$ cat src/rtl/core/diwseq_pkg.sv
`timescale 1ns / 1ps
`default_nettype none
// ----------------------------------------------------------------------------
// diwseq_pkg: shared types and constants for the display I2C write sequencer
// Request codes, I2C schedule phases, hold times and the sequencer state word.
// ----------------------------------------------------------------------------
package diwseq_pkg;

	// Request codes carried in the kind field
	localparam logic [1:0] KIND_TICK = 2'd0;
	localparam logic [1:0] KIND_CMD  = 2'd1;
	localparam logic [1:0] KIND_DATA = 2'd2;

	// Control bytes and address at reset
	localparam logic [7:0] CTRL_CMD   = 8'h00;
	localparam logic [7:0] CTRL_DATA  = 8'h40;
	localparam logic [7:0] ADDR_RESET = 8'h78;

	// Hold times in microsecond ticks
	localparam logic [3:0] T_SETUP     = 4'd2;
	localparam logic [3:0] T_HALF      = 4'd5;
	localparam logic [3:0] T_GAP       = 4'd2;
	localparam logic [3:0] T_TAIL_CMD  = 4'd10;
	localparam logic [3:0] T_TAIL_DATA = 4'd5;
	localparam logic [3:0] T_START_LOW = T_HALF + T_SETUP;
	localparam logic [3:0] T_ACK_LOW   = T_SETUP + T_GAP;
	localparam logic [3:0] T_STOP_CMD  = T_HALF + T_TAIL_CMD;
	localparam logic [3:0] T_STOP_DATA = T_HALF + T_TAIL_DATA;

	// Schedule phases
	typedef enum logic [3:0] {
		PH_IDLE      = 4'd0,
		PH_START_A   = 4'd1,
		PH_START_B   = 4'd2,
		PH_START_C   = 4'd3,
		PH_BIT_SETUP = 4'd4,
		PH_BIT_HIGH  = 4'd5,
		PH_BIT_LOW   = 4'd6,
		PH_ACK_HIGH  = 4'd7,
		PH_ACK_LOW   = 4'd8,
		PH_STOP_A    = 4'd9,
		PH_STOP_TAIL = 4'd10
	} phase_t;

	// Sequencer state word
	typedef struct packed {
		phase_t     phase;
		logic [3:0] hold;
		logic [2:0] bit_pos;
		logic [1:0] byte_pos;
		logic [7:0] shift;
		logic [7:0] payload;
		logic       is_data;
		logic       scl;
		logic       sda;
	} seq_state_t;

	// Result word
	typedef struct packed {
		logic scl;
		logic sda;
		logic busy_res;
		logic rejected;
	} res_t;

endpackage
`default_nettype wire

$ cat src/rtl/core/diwseq_if.sv
`timescale 1ns / 1ps
`default_nettype none
// ----------------------------------------------------------------------------
// diwseq_if: valid/ready channels of the display I2C write sequencer
// Request channel (kind, payload byte) and result channel (pin levels, flags).
// ----------------------------------------------------------------------------
interface diwseq_req_if;
	logic       valid;
	logic       ready;
	logic [1:0] kind;
	logic [7:0] payload_byte;

	modport source (output valid, output kind, output payload_byte, input ready);
	modport sink (input valid, input kind, input payload_byte, output ready);
endinterface

interface diwseq_res_if;
	logic valid;
	logic ready;
	logic scl;
	logic sda;
	logic busy_res;
	logic rejected;

	modport source (output valid, output scl, output sda, output busy_res,
		output rejected, input ready);
	modport sink (input valid, input scl, input sda, input busy_res,
		input rejected, output ready);
endinterface
`default_nettype wire

$ cat src/rtl/core/diwseq_step.sv
`timescale 1ns / 1ps
`default_nettype none
// ----------------------------------------------------------------------------
// diwseq_step: one step of the I2C write schedule
// Takes the current state and one request or tick, gives the next state and
// the result word (pin levels, busy, rejected).
// ----------------------------------------------------------------------------
module diwseq_step (
	input  wire diwseq_pkg::seq_state_t cur,
	input  wire logic [1:0]             kind,
	input  wire logic [7:0]             payload_byte,
	input  wire logic [7:0]             device_address,
	output diwseq_pkg::seq_state_t      nxt,
	output diwseq_pkg::res_t            res
);

	logic       is_req;
	logic       rej_c;
	logic [3:0] hold_dec;
	logic [1:0] ld_pos;
	logic [7:0] ld_byte;
	logic [7:0] shifted;

	assign is_req   = (kind == diwseq_pkg::KIND_CMD) || (kind == diwseq_pkg::KIND_DATA);
	assign hold_dec = (cur.hold != 4'd0) ? (cur.hold - 4'd1) : 4'd0;
	assign shifted  = {cur.shift[6:0], 1'b0};

	// Pick the byte slot to load next: address after start, else the following slot
	assign ld_pos = (cur.phase == diwseq_pkg::PH_START_C) ? 2'd0 : (cur.byte_pos + 2'd1);

	always_comb begin
		case (ld_pos)
			2'd0: ld_byte = device_address;
			2'd1: ld_byte = cur.is_data ? diwseq_pkg::CTRL_DATA : diwseq_pkg::CTRL_CMD;
			default: ld_byte = cur.payload;
		endcase
	end

	// Next state: start a transaction, drop a request while busy, or advance on a tick
	always_comb begin
		nxt   = cur;
		rej_c = 1'b0;
		if (is_req) begin
			if (cur.phase != diwseq_pkg::PH_IDLE) begin
				rej_c = 1'b1;
			end else begin
				nxt.payload  = payload_byte;
				nxt.is_data  = (kind == diwseq_pkg::KIND_DATA);
				nxt.sda      = 1'b1;
				nxt.scl      = 1'b1;
				nxt.bit_pos  = 3'd0;
				nxt.byte_pos = 2'd0;
				nxt.hold     = diwseq_pkg::T_HALF;
				nxt.phase    = diwseq_pkg::PH_START_A;
			end
		end else if (cur.phase != diwseq_pkg::PH_IDLE) begin
			nxt.hold = hold_dec;
			if (hold_dec == 4'd0) begin
				case (cur.phase)
					diwseq_pkg::PH_START_A: begin
						nxt.sda   = 1'b0;
						nxt.hold  = diwseq_pkg::T_HALF;
						nxt.phase = diwseq_pkg::PH_START_B;
					end
					diwseq_pkg::PH_START_B: begin
						nxt.scl   = 1'b0;
						nxt.hold  = diwseq_pkg::T_START_LOW;
						nxt.phase = diwseq_pkg::PH_START_C;
					end
					diwseq_pkg::PH_START_C: begin
						nxt.byte_pos = ld_pos;
						nxt.shift    = ld_byte;
						nxt.bit_pos  = 3'd0;
						nxt.sda      = ld_byte[7];
						nxt.hold     = diwseq_pkg::T_SETUP;
						nxt.phase    = diwseq_pkg::PH_BIT_SETUP;
					end
					diwseq_pkg::PH_BIT_SETUP: begin
						nxt.scl   = 1'b1;
						nxt.hold  = diwseq_pkg::T_HALF;
						nxt.phase = diwseq_pkg::PH_BIT_HIGH;
					end
					diwseq_pkg::PH_BIT_HIGH: begin
						nxt.scl   = 1'b0;
						nxt.hold  = diwseq_pkg::T_HALF;
						nxt.phase = diwseq_pkg::PH_BIT_LOW;
					end
					diwseq_pkg::PH_BIT_LOW: begin
						if (cur.bit_pos != 3'd7) begin
							nxt.bit_pos = cur.bit_pos + 3'd1;
							nxt.shift   = shifted;
							nxt.sda     = shifted[7];
							nxt.hold    = diwseq_pkg::T_SETUP;
							nxt.phase   = diwseq_pkg::PH_BIT_SETUP;
						end else begin
							nxt.scl   = 1'b1;
							nxt.hold  = diwseq_pkg::T_HALF;
							nxt.phase = diwseq_pkg::PH_ACK_HIGH;
						end
					end
					diwseq_pkg::PH_ACK_HIGH: begin
						nxt.scl   = 1'b0;
						nxt.hold  = diwseq_pkg::T_ACK_LOW;
						nxt.phase = diwseq_pkg::PH_ACK_LOW;
					end
					diwseq_pkg::PH_ACK_LOW: begin
						if (cur.byte_pos != 2'd2) begin
							nxt.byte_pos = ld_pos;
							nxt.shift    = ld_byte;
							nxt.bit_pos  = 3'd0;
							nxt.sda      = ld_byte[7];
							nxt.hold     = diwseq_pkg::T_SETUP;
							nxt.phase    = diwseq_pkg::PH_BIT_SETUP;
						end else begin
							nxt.sda   = 1'b0;
							nxt.scl   = 1'b1;
							nxt.hold  = diwseq_pkg::T_HALF;
							nxt.phase = diwseq_pkg::PH_STOP_A;
						end
					end
					diwseq_pkg::PH_STOP_A: begin
						nxt.sda   = 1'b1;
						nxt.hold  = cur.is_data ? diwseq_pkg::T_STOP_DATA
							: diwseq_pkg::T_STOP_CMD;
						nxt.phase = diwseq_pkg::PH_STOP_TAIL;
					end
					default: begin
						// End of the idle tail, or a phase code with no meaning
						nxt.hold  = 4'd0;
						nxt.phase = diwseq_pkg::PH_IDLE;
					end
				endcase
			end
		end
	end

	// Result word from the next state
	always_comb begin
		res.scl      = nxt.scl;
		res.sda      = nxt.sda;
		res.busy_res = (nxt.phase != diwseq_pkg::PH_IDLE);
		res.rejected = rej_c;
	end

endmodule
`default_nettype wire

$ cat src/rtl/core/display_i2c_write_sequencer.sv
`timescale 1ns / 1ps
`default_nettype none
// ----------------------------------------------------------------------------
// display_i2c_write_sequencer: write-only I2C master for a display controller
// Plays start, address, control byte, payload and stop on SCL/SDA levels,
// one schedule step per microsecond tick item.
// ----------------------------------------------------------------------------
// Usage:
//   req (valid/ready): kind 0 is a one microsecond tick, kind 1 writes a
//   command byte, kind 2 a data byte (payload_byte). A request taken while a
//   transaction or its idle tail runs is dropped and reported as rejected.
//   res (valid/ready): one transaction per request transaction, carrying the
//   SCL and SDA levels after that item, busy_res and rejected.
//   cfg_we/cfg_wdata: writes device_address (0x78 after reset); write it only
//   while no transaction is in flight.
// Timing: the request lands in an input register, the schedule step runs
//   between that register and the result register, and the result is presented
//   from the result register. One item per cycle is taken sustained while
//   res.ready stays high; the schedule step updates the state once per item.
// Reset: arst_n clears the block to idle with both pins high and no result.
// Stall: while res is not taken the result register holds, the input register
//   still takes one more transaction, then req.ready drops.
// ----------------------------------------------------------------------------
module display_i2c_write_sequencer (
	input  wire logic       clk,
	input  wire logic       arst_n,
	diwseq_req_if.sink      req,
	diwseq_res_if.source    res,
	input  wire logic       cfg_we,
	input  wire logic [7:0] cfg_wdata
);

	logic                   valid_s1;
	logic [1:0]             kind_s1;
	logic [7:0]             payload_s1;
	logic                   valid_s2;
	diwseq_pkg::res_t       res_s2;
	diwseq_pkg::res_t       res_c;
	diwseq_pkg::seq_state_t state_q;
	diwseq_pkg::seq_state_t state_c;
	logic [7:0]             dev_addr_q;
	logic                   in_fire;
	logic                   adv;

	// Advance when the input stage holds an item and the result slot frees up
	assign adv      = valid_s1 && (!valid_s2 || res.ready);
	assign req.ready = !valid_s1 || adv;
	assign in_fire  = req.valid && req.ready;

	// Hold the device address
	always_ff @(posedge clk or negedge arst_n) begin
		if (!arst_n) begin
			dev_addr_q <= diwseq_pkg::ADDR_RESET;
		end else if (cfg_we) begin
			dev_addr_q <= cfg_wdata;
		end
	end

	// Input stage control
	always_ff @(posedge clk or negedge arst_n) begin
		if (!arst_n) begin
			valid_s1 <= 1'b0;
		end else if (in_fire) begin
			valid_s1 <= 1'b1;
		end else if (adv) begin
			valid_s1 <= 1'b0;
		end
	end

	// Input stage payload
	always_ff @(posedge clk) begin
		if (in_fire) begin
			kind_s1    <= req.kind;
			payload_s1 <= req.payload_byte;
		end
	end

	diwseq_step u_step (
		.cur            (state_q),
		.kind           (kind_s1),
		.payload_byte   (payload_s1),
		.device_address (dev_addr_q),
		.nxt            (state_c),
		.res            (res_c)
	);

	// Sequencer state
	always_ff @(posedge clk or negedge arst_n) begin
		if (!arst_n) begin
			state_q.phase    <= diwseq_pkg::PH_IDLE;
			state_q.hold     <= 4'd0;
			state_q.bit_pos  <= 3'd0;
			state_q.byte_pos <= 2'd0;
			state_q.shift    <= 8'd0;
			state_q.payload  <= 8'd0;
			state_q.is_data  <= 1'b0;
			state_q.scl      <= 1'b1;
			state_q.sda      <= 1'b1;
		end else if (adv) begin
			state_q <= state_c;
		end
	end

	// Result stage control
	always_ff @(posedge clk or negedge arst_n) begin
		if (!arst_n) begin
			valid_s2 <= 1'b0;
		end else if (adv) begin
			valid_s2 <= 1'b1;
		end else if (res.ready) begin
			valid_s2 <= 1'b0;
		end
	end

	// Result stage payload
	always_ff @(posedge clk) begin
		if (adv) begin
			res_s2 <= res_c;
		end
	end

	assign res.valid    = valid_s2;
	assign res.scl      = res_s2.scl;
	assign res.sda      = res_s2.sda;
	assign res.busy_res = res_s2.busy_res;
	assign res.rejected = res_s2.rejected;

	// A dropped request only happens while a transaction runs
	a_rej_busy: assert property (@(posedge clk) disable iff (!arst_n)
		(valid_s2 && res_s2.rejected) |-> res_s2.busy_res)
		else $error("rejected result without busy");

	// Both pins rest high whenever the schedule is idle
	a_idle_pins: assert property (@(posedge clk) disable iff (!arst_n)
		(state_q.phase == diwseq_pkg::PH_IDLE) |-> (state_q.scl && state_q.sda))
		else $error("pins not released in idle");

	// A request taken in idle starts a transaction and is not dropped
	a_start: assert property (@(posedge clk) disable iff (!arst_n)
		(adv && (state_q.phase == diwseq_pkg::PH_IDLE)
			&& ((kind_s1 == diwseq_pkg::KIND_CMD) || (kind_s1 == diwseq_pkg::KIND_DATA)))
		|=> (res_s2.busy_res && !res_s2.rejected
			&& (state_q.phase == diwseq_pkg::PH_START_A)))
		else $error("request in idle did not start a transaction");

endmodule
`default_nettype wire
$ cat src/flat_wrapper.sv
// flat-port wrapper written by rule: the top's interface ports become plain ports
module display_i2c_write_sequencer_flat 
  (clk, arst_n, cfg_we, cfg_wdata, req_valid, req_kind, req_payload_byte, req_ready, res_valid, res_scl, res_sda, res_busy_res, res_rejected, res_ready);
  diwseq_req_if req_i ();
  diwseq_res_if res_i ();
  input  wire logic clk;
  input  wire logic arst_n;
  input  wire logic cfg_we;
  input  wire logic [7:0] cfg_wdata;
  input wire logic [$bits(req_i.valid)-1:0] req_valid;
  input wire logic [$bits(req_i.kind)-1:0] req_kind;
  input wire logic [$bits(req_i.payload_byte)-1:0] req_payload_byte;
  output wire logic [$bits(req_i.ready)-1:0] req_ready;
  output wire logic [$bits(res_i.valid)-1:0] res_valid;
  output wire logic [$bits(res_i.scl)-1:0] res_scl;
  output wire logic [$bits(res_i.sda)-1:0] res_sda;
  output wire logic [$bits(res_i.busy_res)-1:0] res_busy_res;
  output wire logic [$bits(res_i.rejected)-1:0] res_rejected;
  input wire logic [$bits(res_i.ready)-1:0] res_ready;
  assign req_i.valid = req_valid;
  assign req_i.kind = req_kind;
  assign req_i.payload_byte = req_payload_byte;
  assign req_ready = req_i.ready;
  assign res_valid = res_i.valid;
  assign res_scl = res_i.scl;
  assign res_sda = res_i.sda;
  assign res_busy_res = res_i.busy_res;
  assign res_rejected = res_i.rejected;
  assign res_i.ready = res_ready;
  display_i2c_write_sequencer u_core (.clk(clk), .arst_n(arst_n), .req(req_i), .res(res_i), .cfg_we(cfg_we), .cfg_wdata(cfg_wdata));
endmodule
$ cat config.mk
export PLATFORM = sky130hd
export DESIGN_NAME = display_i2c_write_sequencer_flat
export DESIGN_NICKNAME = d
export VERILOG_FILES = /design/src/rtl/core/diwseq_pkg.sv /design/src/rtl/core/diwseq_if.sv /design/src/rtl/core/diwseq_step.sv /design/src/rtl/core/display_i2c_write_sequencer.sv /design/src/flat_wrapper.sv
export SDC_FILE = /design/constraint.sdc
export NUM_CORES = 1
export LEC_CHECK = 0
export BUFFER_PORTS_ARGS = -buffer_cell sky130_fd_sc_hd__buf_4
export CORE_UTILIZATION = 60
export DETAILED_ROUTE_END_ITERATION = 7
export PLACE_DENSITY = 0.81
export SLEW_MARGIN = 20
export SYNTH_ARGS = -nofsm -noshare
export SYNTH_HDL_FRONTEND = slang
export SYNTH_SLANG_ARGS = --single-unit
$ cat constraint.sdc
create_clock -name clk -period 7.4 [get_ports clk]
set_input_delay 1.48 -clock clk [delete_from_list [all_inputs] [get_ports clk]]
set_output_delay 1.48 -clock clk [all_outputs]
set_load 0.05 [all_outputs]
==> flow_summary.ini, run 1 <==
[layout]
synthToLayoutAreaGrowth_pct = 9.51
stdcell_area_um2 = 3330
fin_nets = 332
final_cell_count_no_fill = 370
fin_util_pct = 69.6
final_layout_size_suffix_gt1_share_pct = 26.4
num_antenna_cells = 0
fillers = 372

[die]
die_area_um2 = 5360
fp-row-count = 25
fp.dieW_um = 73.2
start_util_pct = 63.5
ios = 29
die_h_um = 73.2
core-area_um2 = 4790

[placed_design]
post-place-ws_ps = 3930
io_buffers = 28
hpwl_um = 4260
postPlaceCellArea_um2 = 3230
gp_congestion = 0.905
dp_cells = 362

[sta]
fin_crit_sh_pct = 46.9
drv_slew = 0
hold_slack_ps = 489
hold_viol = 0
min_period_ps = 3470
fmax_ghz = 0.288
slew_headroom_pct = 43.0
setup_ws_ps = 3930
setup_tns_ps = 0
fin_skew_ps = 13.3
worst_pin_slew_ps = 854
setup_viol = 0
rsz0062_at_grt = false

[route]
wire_per_inst_um = 16.3
dr.pass1.iters = 5
drtIter0Drc = 267
drt_wl_total_um = 6040
vias_per_cell = 6.20
vias = 2295
drc_errors = 0
antenna_left = 0

[worst_setup_path]
arrival_ps = 1990
cp_common_cell = buf_4
start_kind = primary input
crit_slowest_cell = buf_4
worstSetupPathType = in -> out
cp_max_fo = 3
end_kind = primary output
cp_cell_sequence = buf_4 > nand3b_1 > buf_4
critPathRequiredTime_ps = 5920
slowest_delay_ps = 210

[flow_run]
drv_cap = 0

[cts]
postCtsSetupBuffers = 0
clock_path_buffers = 2
cts.sinks = 55
clkSlewWorstSetupHoldPaths_ps = 100
tritoncts = built
ctsHoldBuffers = 0
clkLatencyLatePin_ps = 320
cts_max_level = 2
cts-root-buf = clkbuf_8
numCtsBuffers = 5
cts_resized = 0

[logic_synthesis]
synth_top_family_by_area = compound AO/OA/AOI/OAI gates
yosysUniqueCellTypes = 57
syn_nets = 314
async_flop_share_pct = 74.5
synth-edff-count = 14
synth_area_um2 = 3040
ys_seq_elements = 55
synth_mux_area_share_pct = 9.88
synth-compound-area-share_pct = 18.7
yosys-top-cells-count = 35 x dfrtp_1, 24 x mux2_2, 21 x nor2_1
synthXorXnorAreaFrac_pct = 0
synth-seq-area-share_pct = 47.8
synth_top_area_share_pct = 28.8
synth_ff_type = dfrtp_1
yosysTopAreaCell = dfrtp_1
yosysWarnings = 0
netlist_instances = 284
syn_avg_cell_area_um2 = 10.7
synth-simple-area-share_pct = 16.3
synth_fa_ha_area_share_pct = 2.88
yosysMostFrequentCell = dfrtp_1
synth_area_leaders = dfrtp_1 29%, edfxtp_1 14%, mux2_2 8.9%

[grt]
grt_usage_pct = 24.7
grt_overflow = 0
grt_pass1_vias = 2073
grt_pass1_wl_um = 10000
antenna_found_initial = 0
grt_max_degree = 42

[hold_path]
min_path_type = reg -> reg

[run_status]
status = finished, final reports clean

[power]
ir_drop_uv = 214
leakagePower_nw = 1.38
p_total_mw = 1.18
power.density_nw_per_um2 = 355
## registers in the layout (all words and copies together), names as in the netlist, 2 cells and up
register,cells
u_core.state_q,31
u_core.dev_addr_q,8
u_core.payload_s1,8
u_core.kind_s1,2
## critical path: cells and delay by family
family | cells | cell delay [ps]
buf+inv | 2 | 320
simple gates | 1 | 180
## layout by cell type (no fill, tap or decap), types with 2 or more instances in the layout
cell       netlist  routed
clkbuf_8         0       5
or4b_1           2       2
o21ai_1          3       3
nand2_1         19      19
nor2_1          21      21
a22o_1           2       2
dfstp_2          6       6
o211ai_1         2       2
nand2b_1         9       9
and3_1           3       3
a21o_1           3       3
or3_1            3       3
buf_4            0      29
a21oi_1         17      17
or4_1            2       2
a21oi_2          3       3
nor3b_1          2       2
o22ai_1          2       2
o41ai_1          2       2
a221oi_1         5       5
mux2i_1          3       3
o21ai_0         17      17
nor3_1           5       5
clkinv_1         2       2
a31oi_1          4       4
nor2b_1          2       2
o31ai_2          2       2
nand3b_1         6       6
o31ai_1          7       7
nor2_2           2       2
ha_1             7       7
nand4bb_1        2       2
o2bb2ai_1        2       2
edfxtp_1        14      14
inv_1            5       5
nand3_1          3       3
mux2_2          24      24
dfrtp_1         35      35
## layer usage
| metal | share of wire (%) | vias up | track usage (%) |
|---|---|---|---|
| met5 | 0 | - | 0 |
| met4 | 1.1 | 0 | 6.75 |
| met3 | 5.0 | 11 | 3.18 |
| met2 | 48 | 79 | 38.0 |
| met1 | 46 | 1111 | 36.8 |
| li1 | - | 1094 | - |
## where the power goes
group	total (mW)	switching, mW	internal (mW)
Sequential	0.505	0.109	0.395
Combinational	0.502	0.289	0.213
Clock	0.176	0.106	0.0697
## cell type report
| class | count | area [um2] | area share, % |
|---|---|---|---|
| Clock buffer | 5 | 68.8 | 2.07 |
| Timing Repair Buffer | 29 | 218 | 6.54 |
| Multi-Input combinational cell | 204 | 1450 | 43.6 |
| Inverter | 7 | 26.3 | 0.789 |
| Sequential cell | 55 | 1450 | 43.7 |
| Clock inverter | 3 | 27.5 | 0.827 |
| Tap cell | 67 | 83.8 | 2.52 |
## final timing paths
path / slack [ps] / cells after the start / endpoint / from
worst max-delay path: 3930 / 3 / req_ready / res_ready
worst min-delay path: 490 / 1 / u_core.state_q[6] / u_core.payload_s1[3]
worst max register to register: 4470 / 5 / u_core.state_q[23] / u_core.state_q[29]
worst min register to register: 490 / 1 / u_core.state_q[6] / u_core.payload_s1[3]
max in group asynchronous: 5900 / 1 / u_core.dev_addr_q[3] / arst_n
min in group asynchronous: 1120 / 1 / u_core.state_q[26] / arst_n
## logic make-up after synthesis
family / Yosys count
AND/OR/NAND/NOR: 88
AO/OA/AOI/OAI: 82
flip-flops: 55
multiplexers: 27
buffers and inverters: 25
adder cells (fa/ha/maj): 7
(Power assumes the default switching activity.)
==> run 2: changes to the inputs <==
- CORE_UTILIZATION: 60 -> 59
- PLACE_DENSITY: 0.81 -> 0.79
- clock period: 7.4 -> 3.2 ns (I/O delays scaled with it)
==> run 2 against run 1 <==
Final cell count is 1.4% higher. Sequential share of layout area is 0.53 points lower. Setup slack worse by 3200 ps. Global-route usage is 0.74 points higher. First-iteration DRC count is 12% higher. Largest cell class unchanged. Register-to-register slack worse by 3700 ps. Sequential power is 110% higher. Critical path type is now reg -> reg. Sequential cell count stayed put.
==> flow_summary.ini, run 2 (same netlist as run 1, synthesis figures left out) <==
[run_status]
status = finished, final reports clean

[route]
dr.pass1.iters = 6
drtIter0Drc = 299
antenna_left = 0
drc_errors = 0
vias = 2302
wire_per_inst_um = 16.9
drt_wl_total_um = 6330
vias_per_cell = 6.14

[worst_setup_path]
end_kind = flop
critPathRequiredTime_ps = 3400
worstSetupPathType = reg -> reg
slowest_delay_ps = 700
cp_cell_sequence = or4_1 > ha_1 > or3_1 > a21oi_2 > mux2_2
cp_max_fo = 7
arrival_ps = 2660
rr_worst_depth = 5
crit_slowest_cell = or4_1
crit_family = simple AND/OR/NAND/NOR gates
critPathBufInv = 0
r2r_end = u_core.state_q[23]
cp_num_cells = 5
rrSetupSlack_ps = 740
r2r_start = u_core.state_q[28]
start_kind = flop

[placed_design]
gp_congestion = 0.879
post-place-ws_ps = 778
dp_cells = 367
hpwl_um = 4450
postPlaceCellArea_um2 = 3270
io_buffers = 28

[layout]
reg_top3 = u_core.state_q x31, u_core.dev_addr_q x8, u_core.payload_s1 x8
synthToLayoutAreaGrowth_pct = 10.9
largest_register_ffs = 31
final_common_cell = dfrtp_1
stdcell_area_um2 = 3370
mostFrequentLayoutCells = 35 x dfrtp_1, 34 x buf_4, 24 x mux2_2, 21 x nor2_1, 19 x nand2_1
largest_register = u_core.state_q
fin_nets = 337
num_antenna_cells = 0
fin_util_pct = 69.5
final_cell_count_no_fill = 375
final_layout_size_suffix_gt1_share_pct = 27.6

[cts]
cts_max_level = 2
cts-root-buf = clkbuf_8
tritoncts = built
clkSlewWorstSetupHoldPaths_ps = 120
postCtsSetupBuffers = 0
numCtsBuffers = 5
cts_resized = 0
clkLatencyLatePin_ps = 320
ctsHoldBuffers = 0
cts.sinks = 55
clock_path_buffers = 2

[power]
p_total_mw = 2.81
power.density_nw_per_um2 = 833
leakagePower_nw = 1.41
ir_drop_uv = 484

[sta]
drv_slew = 0
setup_viol = 0
setup_ws_ps = 743
hold_slack_ps = 277
fin_crit_sh_pct = 76.8
rsz0062_at_grt = false
min_period_ps = 2460
slew_headroom_pct = 57.2
fin_skew_ps = 17.1
setup_tns_ps = 0
worst_pin_slew_ps = 636
hold_viol = 0
fmax_ghz = 0.407

[grt]
grt_usage_pct = 25.4
grt_pass1_wl_um = 10400
grt_overflow = 0
grt_max_degree = 42
antenna_found_initial = 0
grt_pass1_vias = 2152

[hold_path]
min_path_type = in -> async

[die]
die_h_um = 73.8
die_area_um2 = 5440
ios = 29
fp.dieW_um = 73.8
start_util_pct = 62.7
fp-row-count = 25
core-area_um2 = 4850

[flow_run]
drv_cap = 0
[run 2: power by group]
group          internal [mW]  switching [mW]
Combinational          0.514           0.804
Clock                  0.168           0.256
Sequential             0.916           0.148
[run 2: area by class of cell]
class / instances / area, um2
Multi-Input combinational cell: 204 / 1450
Timing Repair Buffer: 34 / 255
Sequential cell: 55 / 1450
Clock buffer: 5 / 68.8
Inverter: 7 / 26.3
Fill cell: 356 / 1480
Clock inverter: 3 / 31.3
Tap cell: 67 / 83.8
[run 2: worst reg2reg max path, stage by stage, from the launching register on]
cell and delay [ps]:
dfrtp_1 400, or4_1 700, ha_1 270, or3_1 420
a21oi_2 190, mux2_2 350
[run 2: worst max-delay path by stage]
stage	start	end	slack, ps
6_report	u_core.state_q[28]	u_core.state_q[23]	740
5_1_grt	u_core.state_q[28]	u_core.state_q[21]	660
4_1_cts	u_core.state_q[28]	u_core.state_q[21]	750
3_5_place_dp	u_core.state_q[28]	u_core.state_q[21]	780
3_3_place_gp	u_core.state_q[28]	u_core.state_q[21]	840
2_1_floorplan	u_core.kind_s1[1]	u_core.state_q[21]	830
[run 2: layer usage]
metal	routed length, um	track usage [%]	vias to the layer above
met5	0	0	-
met2	2890	36.3	93
met3	416	5.49	10
met1	2930	38.9	1098
met4	91	7.48	0
li1	-	-	1101
